$ cat config.mk
export PLATFORM = sky130hd
export DESIGN_NAME = line_sensor_calibrated_threshold_unit
export DESIGN_NICKNAME = d
export VERILOG_FILES = /design/src/sv/lsct_pkg.sv /design/src/sv/line_sensor_calibrated_threshold_unit.sv
export SDC_FILE = /design/constraint.sdc
export NUM_CORES = 2
export LEC_CHECK = 0
export ABC_AREA = 0
export BUFFER_PORTS_ARGS = -buffer_cell sky130_fd_sc_hd__buf_2
export CORE_ASPECT_RATIO = 2
export CORE_MARGIN = 10
export CORE_UTILIZATION = 57
export CTS_CLUSTER_SIZE = 40
export DETAILED_ROUTE_END_ITERATION = 16
export PLACE_DENSITY = 0.74
export SYNTH_ARGS = -nofsm -noshare
export SYNTH_HDL_FRONTEND = slang
export SYNTH_SLANG_ARGS = --single-unit
$ cat constraint.sdc
create_clock -name clk -period 10.43 [get_ports clk]
set_input_delay 0 -clock clk [delete_from_list [all_inputs] [get_ports clk]]
set_output_delay 0 -clock clk [all_outputs]
set_load 0.02 [all_outputs]
$ cat src/sv/lsct_pkg.sv
// Shared widths, opcodes and constants for the line sensor threshold unit.
`timescale 1ns / 1ps
package lsct_pkg;

  localparam int DATA_W  = 12;
  localparam int CH_W    = 3;
  localparam int OP_W    = 3;
  localparam int MASK_W  = 8;
  localparam int SWEEP_W = 16;

  localparam int DEF_CHANNELS   = 8;
  localparam int DEF_FULL_SCALE = 4095;

  typedef logic [DATA_W-1:0]  data_t;
  typedef logic [CH_W-1:0]    chan_t;
  typedef logic [OP_W-1:0]    op_t;
  typedef logic [MASK_W-1:0]  mask_t;
  typedef logic [SWEEP_W-1:0] sweep_t;

  localparam op_t OP_SAMPLE        = 3'd0;
  localparam op_t OP_LOAD_WHITE    = 3'd1;
  localparam op_t OP_LOAD_BLACK    = 3'd2;
  localparam op_t OP_CAPTURE_WHITE = 3'd3;
  localparam op_t OP_CAPTURE_BLACK = 3'd4;
  localparam op_t OP_CLEAR_STATS   = 3'd5;

  localparam data_t TEST_DELTA_RST = 12'd80;
  localparam data_t LEVEL_MAX      = 12'hFFF;

  // Reciprocal of three in 16 fractional bits, exact for sums below 2^14.
  localparam int    THIRD_W = 16;
  localparam logic [THIRD_W-1:0] RECIP3 = 16'd21846;
  localparam int    SUM_W   = DATA_W + 2;

endpackage

$ cat src/sv/line_sensor_calibrated_threshold_unit.sv
// Per-channel calibration, hysteresis threshold and normalisation for a line sensor.
//
// Input words (opcode, channel, value, end_of_sweep) arrive on a valid/ready
// channel; each word produces exactly one result word on the output channel.
// The test delta register is written through cfg_write_en and cfg_wdata; the user
// must write it only while the block is idle, which the block does not enforce.
// Each word passes through the prep, multiply, check, divide and finish steps to
// a valid result. The divide step is a restoring divider that builds QW quotient
// bits, QW being the bit width of FULL_SCALE (12 for the default), one per cycle.
// One word is processed at a time; in_ready is high only while idle, so the next
// word is not taken until the previous result has been loaded.
// The result sits in an output register. A word may be accepted while a result
// is still waiting, but the new word holds in its final step, with no state
// changed, until the receiver has taken the previous result.
// Synchronous active-low reset returns every calibration level, the last raw
// values, the maxima and the baselines to zero, the minima to 4095, clears the
// line, test and sweep state and sets the test delta to 80.
`timescale 1ns / 1ps
module line_sensor_calibrated_threshold_unit #(
  parameter int CHANNELS   = lsct_pkg::DEF_CHANNELS,
  parameter int FULL_SCALE = lsct_pkg::DEF_FULL_SCALE
) (
  input  logic             clk,
  input  logic             rst_n,
  input  logic             in_valid,
  output logic             in_ready,
  input  lsct_pkg::op_t    in_opcode,
  input  lsct_pkg::chan_t  in_channel,
  input  lsct_pkg::data_t  in_value,
  input  logic             in_end_of_sweep,
  output logic             out_valid,
  input  logic             out_ready,
  output lsct_pkg::chan_t  out_channel_echo,
  output lsct_pkg::mask_t  out_digital_mask,
  output lsct_pkg::mask_t  out_test_mask_out,
  output lsct_pkg::data_t  out_normalized,
  output lsct_pkg::data_t  out_min_seen,
  output lsct_pkg::data_t  out_max_seen,
  output lsct_pkg::sweep_t out_sweep_count,
  input  logic             cfg_write_en,
  input  lsct_pkg::data_t  cfg_wdata
);
  import lsct_pkg::*;

  localparam int CW    = (CHANNELS > 1) ? $clog2(CHANNELS) : 1;
  localparam int QW    = $clog2(FULL_SCALE + 1);
  localparam int PW    = DATA_W + QW;
  localparam int CNT_W = $clog2(QW + 1);
  localparam int PRW   = SUM_W + THIRD_W;

  localparam logic [2:0] S_IDLE = 3'd0;
  localparam logic [2:0] S_PREP = 3'd1;
  localparam logic [2:0] S_MUL  = 3'd2;
  localparam logic [2:0] S_CHK  = 3'd3;
  localparam logic [2:0] S_DIV  = 3'd4;
  localparam logic [2:0] S_FIN  = 3'd5;

  logic [2:0]       state_r;
  logic [CNT_W-1:0] cnt_r;

  op_t    op_r;
  chan_t  ch_r;
  data_t  raw_r;
  logic   eos_r;
  data_t  test_delta_r;

  data_t  last_raw_r [CHANNELS];
  data_t  white_r    [CHANNELS];
  data_t  black_r    [CHANNELS];
  data_t  min_r      [CHANNELS];
  data_t  max_r      [CHANNELS];
  data_t  base_r     [CHANNELS];
  mask_t  line_r;
  mask_t  dev_r;
  logic   ready_r;
  sweep_t sweeps_r;

  data_t  upper_r, lower_r, num_r, den_r, rem_r;
  logic   pol_r, do_norm_r, dev_hit_r, set_r, clr_r, ovf_r;
  logic [QW-1:0] lo_r;

  logic   out_valid_r;
  chan_t  out_ch_r;
  mask_t  out_line_r, out_dev_r;
  data_t  out_norm_r, out_min_r, out_max_r;
  sweep_t out_sweep_r;

  logic [CW-1:0] idx;
  logic          ok;
  data_t         w_cur, b_cur, base_cur, min_cur, max_cur;
  logic [SUM_W-1:0] up_sum, lo_sum;
  logic [PRW-1:0]   up_prod, lo_prod;
  data_t         diff;
  logic [PW-1:0] prod;
  logic [DATA_W:0] rem2;
  logic          ge;
  data_t         rem_nxt;
  logic [QW-1:0] lo_nxt, norm_q;
  logic          commit;
  logic          is_sample;
  mask_t         line_nxt, dev_nxt;
  logic          ready_nxt;
  sweep_t        sweeps_nxt;
  data_t         min_nxt, max_nxt, norm_nxt;

  assign idx      = ch_r[CW-1:0];
  assign ok       = (32'(ch_r) < 32'(CHANNELS));
  assign w_cur    = white_r[idx];
  assign b_cur    = black_r[idx];
  assign base_cur = base_r[idx];
  assign min_cur  = min_r[idx];
  assign max_cur  = max_r[idx];

  assign up_sum  = SUM_W'(b_cur) + {1'b0, w_cur, 1'b0};
  assign lo_sum  = {1'b0, b_cur, 1'b0} + SUM_W'(w_cur);
  assign up_prod = PRW'(up_sum) * PRW'(RECIP3);
  assign lo_prod = PRW'(lo_sum) * PRW'(RECIP3);
  assign diff    = (raw_r >= base_cur) ? raw_r - base_cur : base_cur - raw_r;

  assign prod    = PW'(num_r) * PW'(FULL_SCALE);

  assign rem2    = {rem_r, lo_r[QW-1]};
  assign ge      = (rem2 >= {1'b0, den_r});
  assign rem_nxt = ge ? DATA_W'(rem2 - {1'b0, den_r}) : DATA_W'(rem2);
  assign lo_nxt  = {lo_r[QW-2:0], ge};

  assign commit    = (state_r == S_FIN) && (!out_valid_r || out_ready);
  assign is_sample = (op_r == OP_SAMPLE) && ok;

  always_comb begin
    line_nxt   = line_r;
    dev_nxt    = dev_r;
    ready_nxt  = ready_r;
    sweeps_nxt = sweeps_r;
    min_nxt    = min_cur;
    max_nxt    = max_cur;
    if (is_sample) begin
      if (set_r) begin
        line_nxt[ch_r] = 1'b1;
      end else if (clr_r) begin
        line_nxt[ch_r] = 1'b0;
      end
      if (raw_r < min_cur) begin
        min_nxt = raw_r;
      end
      if (raw_r > max_cur) begin
        max_nxt = raw_r;
      end
      if (ready_r) begin
        dev_nxt[ch_r] = dev_hit_r;
      end
      if (eos_r) begin
        if (!ready_r) begin
          ready_nxt = 1'b1;
          dev_nxt   = '0;
        end
        sweeps_nxt = sweeps_r + 1'b1;
      end
    end
    if (op_r == OP_CLEAR_STATS) begin
      min_nxt    = LEVEL_MAX;
      max_nxt    = '0;
      sweeps_nxt = '0;
    end
    if (!ok) begin
      min_nxt = '0;
      max_nxt = '0;
    end
    if (ovf_r || (32'(lo_r) > 32'(FULL_SCALE))) begin
      norm_q = QW'(FULL_SCALE);
    end else begin
      norm_q = lo_r;
    end
    norm_nxt = (is_sample && do_norm_r) ? DATA_W'(norm_q) : '0;
  end

  assign in_ready          = (state_r == S_IDLE);
  assign out_valid         = out_valid_r;
  assign out_channel_echo  = out_ch_r;
  assign out_digital_mask  = out_line_r;
  assign out_test_mask_out = out_dev_r;
  assign out_normalized    = out_norm_r;
  assign out_min_seen      = out_min_r;
  assign out_max_seen      = out_max_r;
  assign out_sweep_count   = out_sweep_r;

  always_ff @(posedge clk) begin
    if (!rst_n) begin
      state_r      <= S_IDLE;
      cnt_r        <= '0;
      out_valid_r  <= 1'b0;
      test_delta_r <= TEST_DELTA_RST;
      line_r       <= '0;
      dev_r        <= '0;
      ready_r      <= 1'b0;
      sweeps_r     <= '0;
      for (int i = 0; i < CHANNELS; i++) begin
        last_raw_r[i] <= '0;
        white_r[i]    <= '0;
        black_r[i]    <= '0;
        min_r[i]      <= LEVEL_MAX;
        max_r[i]      <= '0;
        base_r[i]     <= '0;
      end
    end else begin
      if (cfg_write_en) begin
        test_delta_r <= cfg_wdata;
      end
      if (out_valid_r && out_ready && !commit) begin
        out_valid_r <= 1'b0;
      end
      case (state_r)
        S_IDLE: begin
          if (in_valid) begin
            op_r    <= in_opcode;
            ch_r    <= in_channel;
            raw_r   <= in_value;
            eos_r   <= in_end_of_sweep;
            state_r <= S_PREP;
          end
        end
        S_PREP: begin
          upper_r   <= DATA_W'(up_prod >> THIRD_W);
          lower_r   <= DATA_W'(lo_prod >> THIRD_W);
          pol_r     <= (w_cur >= b_cur);
          dev_hit_r <= (diff > test_delta_r);
          if (w_cur >= b_cur) begin
            do_norm_r <= (w_cur > b_cur) && (raw_r > b_cur);
            num_r     <= raw_r - b_cur;
            den_r     <= w_cur - b_cur;
          end else begin
            do_norm_r <= (raw_r < b_cur);
            num_r     <= b_cur - raw_r;
            den_r     <= b_cur - w_cur;
          end
          state_r <= S_MUL;
        end
        S_MUL: begin
          rem_r   <= prod[PW-1:QW];
          lo_r    <= prod[QW-1:0];
          set_r   <= pol_r ? (raw_r > upper_r) : (raw_r < upper_r);
          clr_r   <= pol_r ? (raw_r < lower_r) : (raw_r > lower_r);
          state_r <= S_CHK;
        end
        S_CHK: begin
          ovf_r   <= (rem_r >= den_r);
          cnt_r   <= CNT_W'(QW - 1);
          state_r <= S_DIV;
        end
        S_DIV: begin
          rem_r <= rem_nxt;
          lo_r  <= lo_nxt;
          if (cnt_r == '0) begin
            state_r <= S_FIN;
          end else begin
            cnt_r <= cnt_r - 1'b1;
          end
        end
        S_FIN: begin
          if (commit) begin
            line_r   <= line_nxt;
            dev_r    <= dev_nxt;
            ready_r  <= ready_nxt;
            sweeps_r <= sweeps_nxt;
            if (op_r == OP_CLEAR_STATS) begin
              for (int i = 0; i < CHANNELS; i++) begin
                min_r[i] <= LEVEL_MAX;
                max_r[i] <= '0;
              end
            end else if (ok) begin
              min_r[idx] <= min_nxt;
              max_r[idx] <= max_nxt;
            end
            if (is_sample) begin
              last_raw_r[idx] <= raw_r;
              if (!ready_r) begin
                base_r[idx] <= raw_r;
              end
            end
            if ((op_r == OP_LOAD_WHITE) && ok) begin
              white_r[idx] <= raw_r;
            end
            if ((op_r == OP_LOAD_BLACK) && ok) begin
              black_r[idx] <= raw_r;
            end
            if (op_r == OP_CAPTURE_WHITE) begin
              for (int i = 0; i < CHANNELS; i++) begin
                white_r[i] <= last_raw_r[i];
              end
            end
            if (op_r == OP_CAPTURE_BLACK) begin
              for (int i = 0; i < CHANNELS; i++) begin
                black_r[i] <= last_raw_r[i];
              end
            end
            out_valid_r <= 1'b1;
            out_ch_r    <= ch_r;
            out_line_r  <= line_nxt;
            out_dev_r   <= dev_nxt;
            out_norm_r  <= norm_nxt;
            out_min_r   <= min_nxt;
            out_max_r   <= max_nxt;
            out_sweep_r <= sweeps_nxt;
            state_r     <= S_IDLE;
          end
        end
        default: begin
          state_r <= S_IDLE;
        end
      endcase
    end
  end

  // The partial remainder stays below the divisor while the quotient is built.
  a_rem_below_den: assert property (@(posedge clk) disable iff (!rst_n)
    (state_r == S_DIV && !ovf_r && den_r != '0) |-> (rem_r < den_r))
    else $error("divider remainder reached the divisor");

  // Finishing a word loads the output register and frees the input side.
  a_commit_loads_output: assert property (@(posedge clk) disable iff (!rst_n)
    commit |=> (out_valid_r && state_r == S_IDLE))
    else $error("finished word did not reach the output register");

  // An accepted word blocks further input until it has finished.
  a_one_word_in_flight: assert property (@(posedge clk) disable iff (!rst_n)
    (in_valid && in_ready) |=> (!in_ready && state_r == S_PREP))
    else $error("input accepted while a word was in flight");

  // The result register is never overwritten while it still holds a word.
  a_no_overwrite: assert property (@(posedge clk) disable iff (!rst_n)
    (out_valid_r && !out_ready && state_r == S_FIN) |=> (state_r == S_FIN))
    else $error("result overwritten while stalled");

endmodule
; Word-level counts from Yosys, hierarchy flattened
; Memory sizes are Yosys's and may differ from the RTL's. A register that Yosys moved wholly into a read port is not among the register bits.
; Cells that the tools add are included.
[totals]
mem_bits_rw = 576
wordCells = 281
mem_count = 6
inputBits = 36
reg_bits = 221
[memory_table]
columns = memory, words, word_bits, rd, rd_clocked_by_memory_dff, write_ports, line_no
row1 = base_r, 8, 12, 1, 1, 8, line_sensor_calibrated_threshold_unit.sv:72  ; data_t base_r [CHANNELS];
row2 = black_r, 8, 12, 1, 1, 8, line_sensor_calibrated_threshold_unit.sv:69  ; data_t black_r [CHANNELS];
row3 = last_raw_r, 8, 12, 8, 0, 8, line_sensor_calibrated_threshold_unit.sv:67  ; data_t last_raw_r [CHANNELS];
row4 = max_r, 8, 12, 1, 1, 8, line_sensor_calibrated_threshold_unit.sv:71  ; data_t max_r [CHANNELS];
row5 = min_r, 8, 12, 1, 1, 8, line_sensor_calibrated_threshold_unit.sv:70  ; data_t min_r [CHANNELS];
row6 = white_r, 8, 12, 1, 1, 8, line_sensor_calibrated_threshold_unit.sv:68  ; data_t white_r [CHANNELS];
[classes]
n_eq_ne = 14
bitwise_logic = 35
order_cmp = 16
reduce_logical = 30
n_addsub = 11
mul = 3
n_mux = 135
[ops]
columns = cell, n
row1 = $mux W12, 49
row2 = $sub A12 B12 Y12, 7
row3 = $gt A12 B12 Y1, 6
row4 = $reduce_or A12 Y1, 6
row5 = $mux W8, 7
row6 = $mux W1, 55
row7 = $mul A14 B14 Y27 const B, 2
row8 = $lt A12 B12 Y1, 4
row9 = $mux W16, 3
row10 = $pmux W12 S2, 2
row11 = $mux W3, 14
row12 = $ge A12 B12 Y1, 3
row13 = $or A1 B1 Y1, 32
row14 = $mul A12 B12 Y24 const B, 1
row15 = $pmux W3 S6, 1
row16 = $add A16 B1 Y16 const B, 1
row17 = $add A12 B13 Y14, 1
row18 = $add A13 B12 Y14, 1
row19 = $ge A13 B12 Y1, 1
row20 = $eq A3 B2 Y1 const B, 4
row21 = $eq A3 B3 Y1 const B, 4
row22 = $reduce_and A2 Y1, 6
row23 = $reduce_and A3 Y1, 3
row24 = $and A8 B8 Y8, 1
row25 = 18 further kinds, 30

; Longest topological paths before layout
[logic_depth]
depth_word = 9
ltp_mapped = 36
mapped_depth_nobuf = 32

; Worst setup path before layout
; Ideal clock, no wire load.
[synth_timing]
kind = register -> register
startpoint = register with a tool-made name
endpoint = register upper_r[8] (data pin)
path_stages_with_launch = 35
arrival_ns = 8.695
path_slack_ns = 1.473
setup_time_ns = 0.262
required_ns = 10.168
n_path_buf = 4
synth_period_minus_slack_ns = 8.957
cell_sequence = dfxtp_1 > buf_6 > buf_2 > buf_1 > buf_2 > mux4_2 > mux2i_1 > inv_1 > ha_1 > a21o_1 > a21oi_1 > nor2b_1 > o211ai_1 > a21oi_1 > a2111oi_2 > xor2_1 > inv_1 > ha_1 > inv_1 > fa_1 > inv_1 > fa_1 > fa_1 > inv_1 > fa_1 > inv_1 > ha_1 > and3_1 > a221oi_1 > o21ai_2 > a41oi_2 > o31ai_2 > a21boi_0 > o21bai_1 > xor2_1
[synth_lines]
columns = item, line_no
row1 = end signal: assignment, line_sensor_calibrated_threshold_unit.sv:223  ; upper_r <= DATA_W'(up_prod >> THIRD_W);
row2 = end: declaration, line_sensor_calibrated_threshold_unit.sv:78  ; data_t upper_r, lower_r, num_r, den_r, rem_r;

==> results.yml <==
yosys:
  yosysUniqueCellTypes: 79
  synth_top_family_by_area: "adder cells"
  synth-simple-area-share_pct: 9.46
  synth_nets: 4741
  synth_edf_count: 744
  synthArstFlopShare_pct: 0
  ys_seq_area_share_pct: 47.7
  synth.avg_cell_area_um2: 12.0
  ys_warn_count: 0
  synthAdderAreaFrac_pct: 17.8
  synth_xor_xnor_area_share_pct: 2.33
  synthMuxAreaShare_pct: 8.09
  synthCells: 4113
  synth_ff_type: "edfxtp_1"
  synthesis.area_um2: 49200
  ys_ff_latch: 800
  synth_compound_area_share_pct: 9.68
cts:
  cts_tree: "yes"
  cts-hold-fix-buffers: 51
  cts_root_buf: "clkbuf_16"
  clockBufferDepth: 3
  worstSkewPairLatency_ns: 0.69
  clkTransAtPathRegs_ns: 0.07
  cts_setup_buffers: 0
  htree_levels: 3
  cts_resized: 0
  cts_num_sinks: 800
  numCtsBuffers: 72
global_route:
  track_usage_pct: 29.2
  grt_first_pass_wirelength_mm: 217
  grt_pass1_vias: 35911
  grt_max_degree: 73
  antenna_found_initial: 3
  grt_overflow_total: 0
critical_path:
  crit_slowest_cell: "dfxtp_4"
  criticalPathCategory: "reg -> reg"
  cp_common_cell: "o21ai_0"
  end_kind: "register"
  cp-start-kind: "register"
  critPathArrivalTime_ns: 9.80
  cp_max_fo: 49
  required_ns: 10.85
  slowest_delay_ns: 0.78
route:
  drc: 0
  drt_iter0_drc: 2617
  viasPerCell: 6.28
  wirelength_mm: 145
  drtAntennaViolNets: 0
  drt_first_pass_iters: 7
  vias: 34019
  wl_per_cell_um: 26.8
timing:
  post-route-min-period_ns: 9.39
  setup_viol: 0
  clock_skew_ns: 0.0564
  slew_violations: 0
  max_slew.worst_pin.slew_ns: 1.24
  period_share_pct: 90.0
  tns_ns: 0
  hold_viol_final: 0
  slew_headroom_pct: 16.9
  max_clock_freq_mhz: 107
  grt_setup_unrepaired: "false"
finish:
  syn2layout_area_growth_pct: 9.86
  layout-drive-gt1-share_pct: 11.8
  layout_commonest_cell: "edfxtp_1"
  nNetsFinal: 4829
  mostFrequentLayoutCells: "edfxtp_1, ha_1, inv_1"
placement:
  dp_hpwl_mm: 105
  routabilityCongestion: 1.03
  port_buffers: 108
floorplanning:
  boundaryPins: 109
  core-area_um2: 85800
  fp.dieH_um: 436
  initial_core_util_pct: 57.4
  row_count: 152
  dieArea_um2: 99200
  die_w_um: 228
job:
  cap_violations: 0
status:
  status: "finished clean"
worst_hold_path:
  hold_class: "in -> reg"
-- kinds of logic after synthesis --
family | Yosys count
xor gates and xnor gates | 131
AOI/OAI and AO/OA | 703
muxes | 242
and+or+nand+nor | 1009
adders and majority gates | 592
buffers and inverters | 636
DFF | 800
-- worst max-delay path, delay by kind of cell (launching register included) --
kind                       cells  cell delay (ns)
DFF                            1             0.78
muxes                          2             1.00
xor gates and xnor gates       2             0.66
adders and majority gates      7             2.88
buffers and inverters          4             0.55
AOI/OAI and AO/OA             14             3.16
-- stage by stage --
step / util, % / area [µm²] / worst slack (ns) / cells / hold WS (ns)
after global placement: 59.5 / 51100 / 1.31 / 5231 / 0.178
after global routing: 63.0 / 54100 / 0.521 / 5415 / 0.0408
after detailed placement: 59.5 / 51100 / 1.18 / 5231 / 0.178
after CTS: 63.0 / 54100 / 1.13 / 5414 / 0.00392
after floorplan: - / 49200 / 1.47 / 4113 / 0.0989
final: 63.0 / 54100 / 1.04 / 5418 / 0.0446
-- sequential cells by signal, indices dropped and copies added, names as in the netlist, 16 cells and up, named ones only --
register         count
base_r              96
black_r             96
last_raw_r          96
max_r               96
min_r               96
white_r             96
out_sweep_count     16
sweeps_r            16
-- layer usage --
layer,up-vias,GRT usage (%),wire [µm]
met5,-,0,13
met4,2,25.9,14600
met3,565,4.35,8620
met2,1526,53.2,77200
met1,16782,28.1,44900
li1,15144,-,-
-- cell usage after synthesis, types with 12 or more instances --
cell        n  area [µm²]
nand3_1    32         160
a21oi_1   149         746
nor2b_1    30         188
nand2_1   300        1130
buf_2      33         165
mux4_2    113        2540
nor3_1    146         731
o21a_1     28         210
nand4_1    29         181
o21ai_0   168         841
edfxtp_1  744       22300
a211oi_1   19         143
clkbuf_1  199         747
o31ai_1    20         150
xnor2_1    82         718
inv_1     379        1420
nand2b_1   26         163
nor2_1    290        1090
fa_1      180        3600
or3_1      13        81.3
xor2_1     49         429
mux2i_1   102        1020
o211ai_1   12        90.1
ha_1      412        5150
o21bai_1   15         113
dfxtp_1    56        1120
a21o_1     74         556
nor4_1     91         569
clkinv_1   12        45.0
a22o_1    152        1330
mux2_2     19         214
-- worst paths after layout --
kind / startpoint / end / slack, ns / cells after the start
min reg2reg: line_r[7] / line_r[7] / 0.49 / 2
max: register / lower_r[10] / 1.04 / 29
max reg2reg: register / lower_r[10] / 1.04 / 29
min: in_value[9] / raw_r[9] / 0.04 / 2
-- cell type report --
| cell class | instances | area (µm²) |
|---|---|---|
| clock buffer | 91 | 1970 |
| clock inverter | 41 | 503 |
| tap | 1155 | 1450 |
| inverter | 392 | 1470 |
| sequential | 800 | 23500 |
| fill | 6633 | 31700 |
| antenna | 4 | 10.0 |
| timing repair buffer | 258 | 1790 |
| multi-input combinational | 2677 | 23400 |
Power is left out: the tool's default activity adds up to more than one toggle a clock period on the data nets, which glitch-free logic cannot reach.
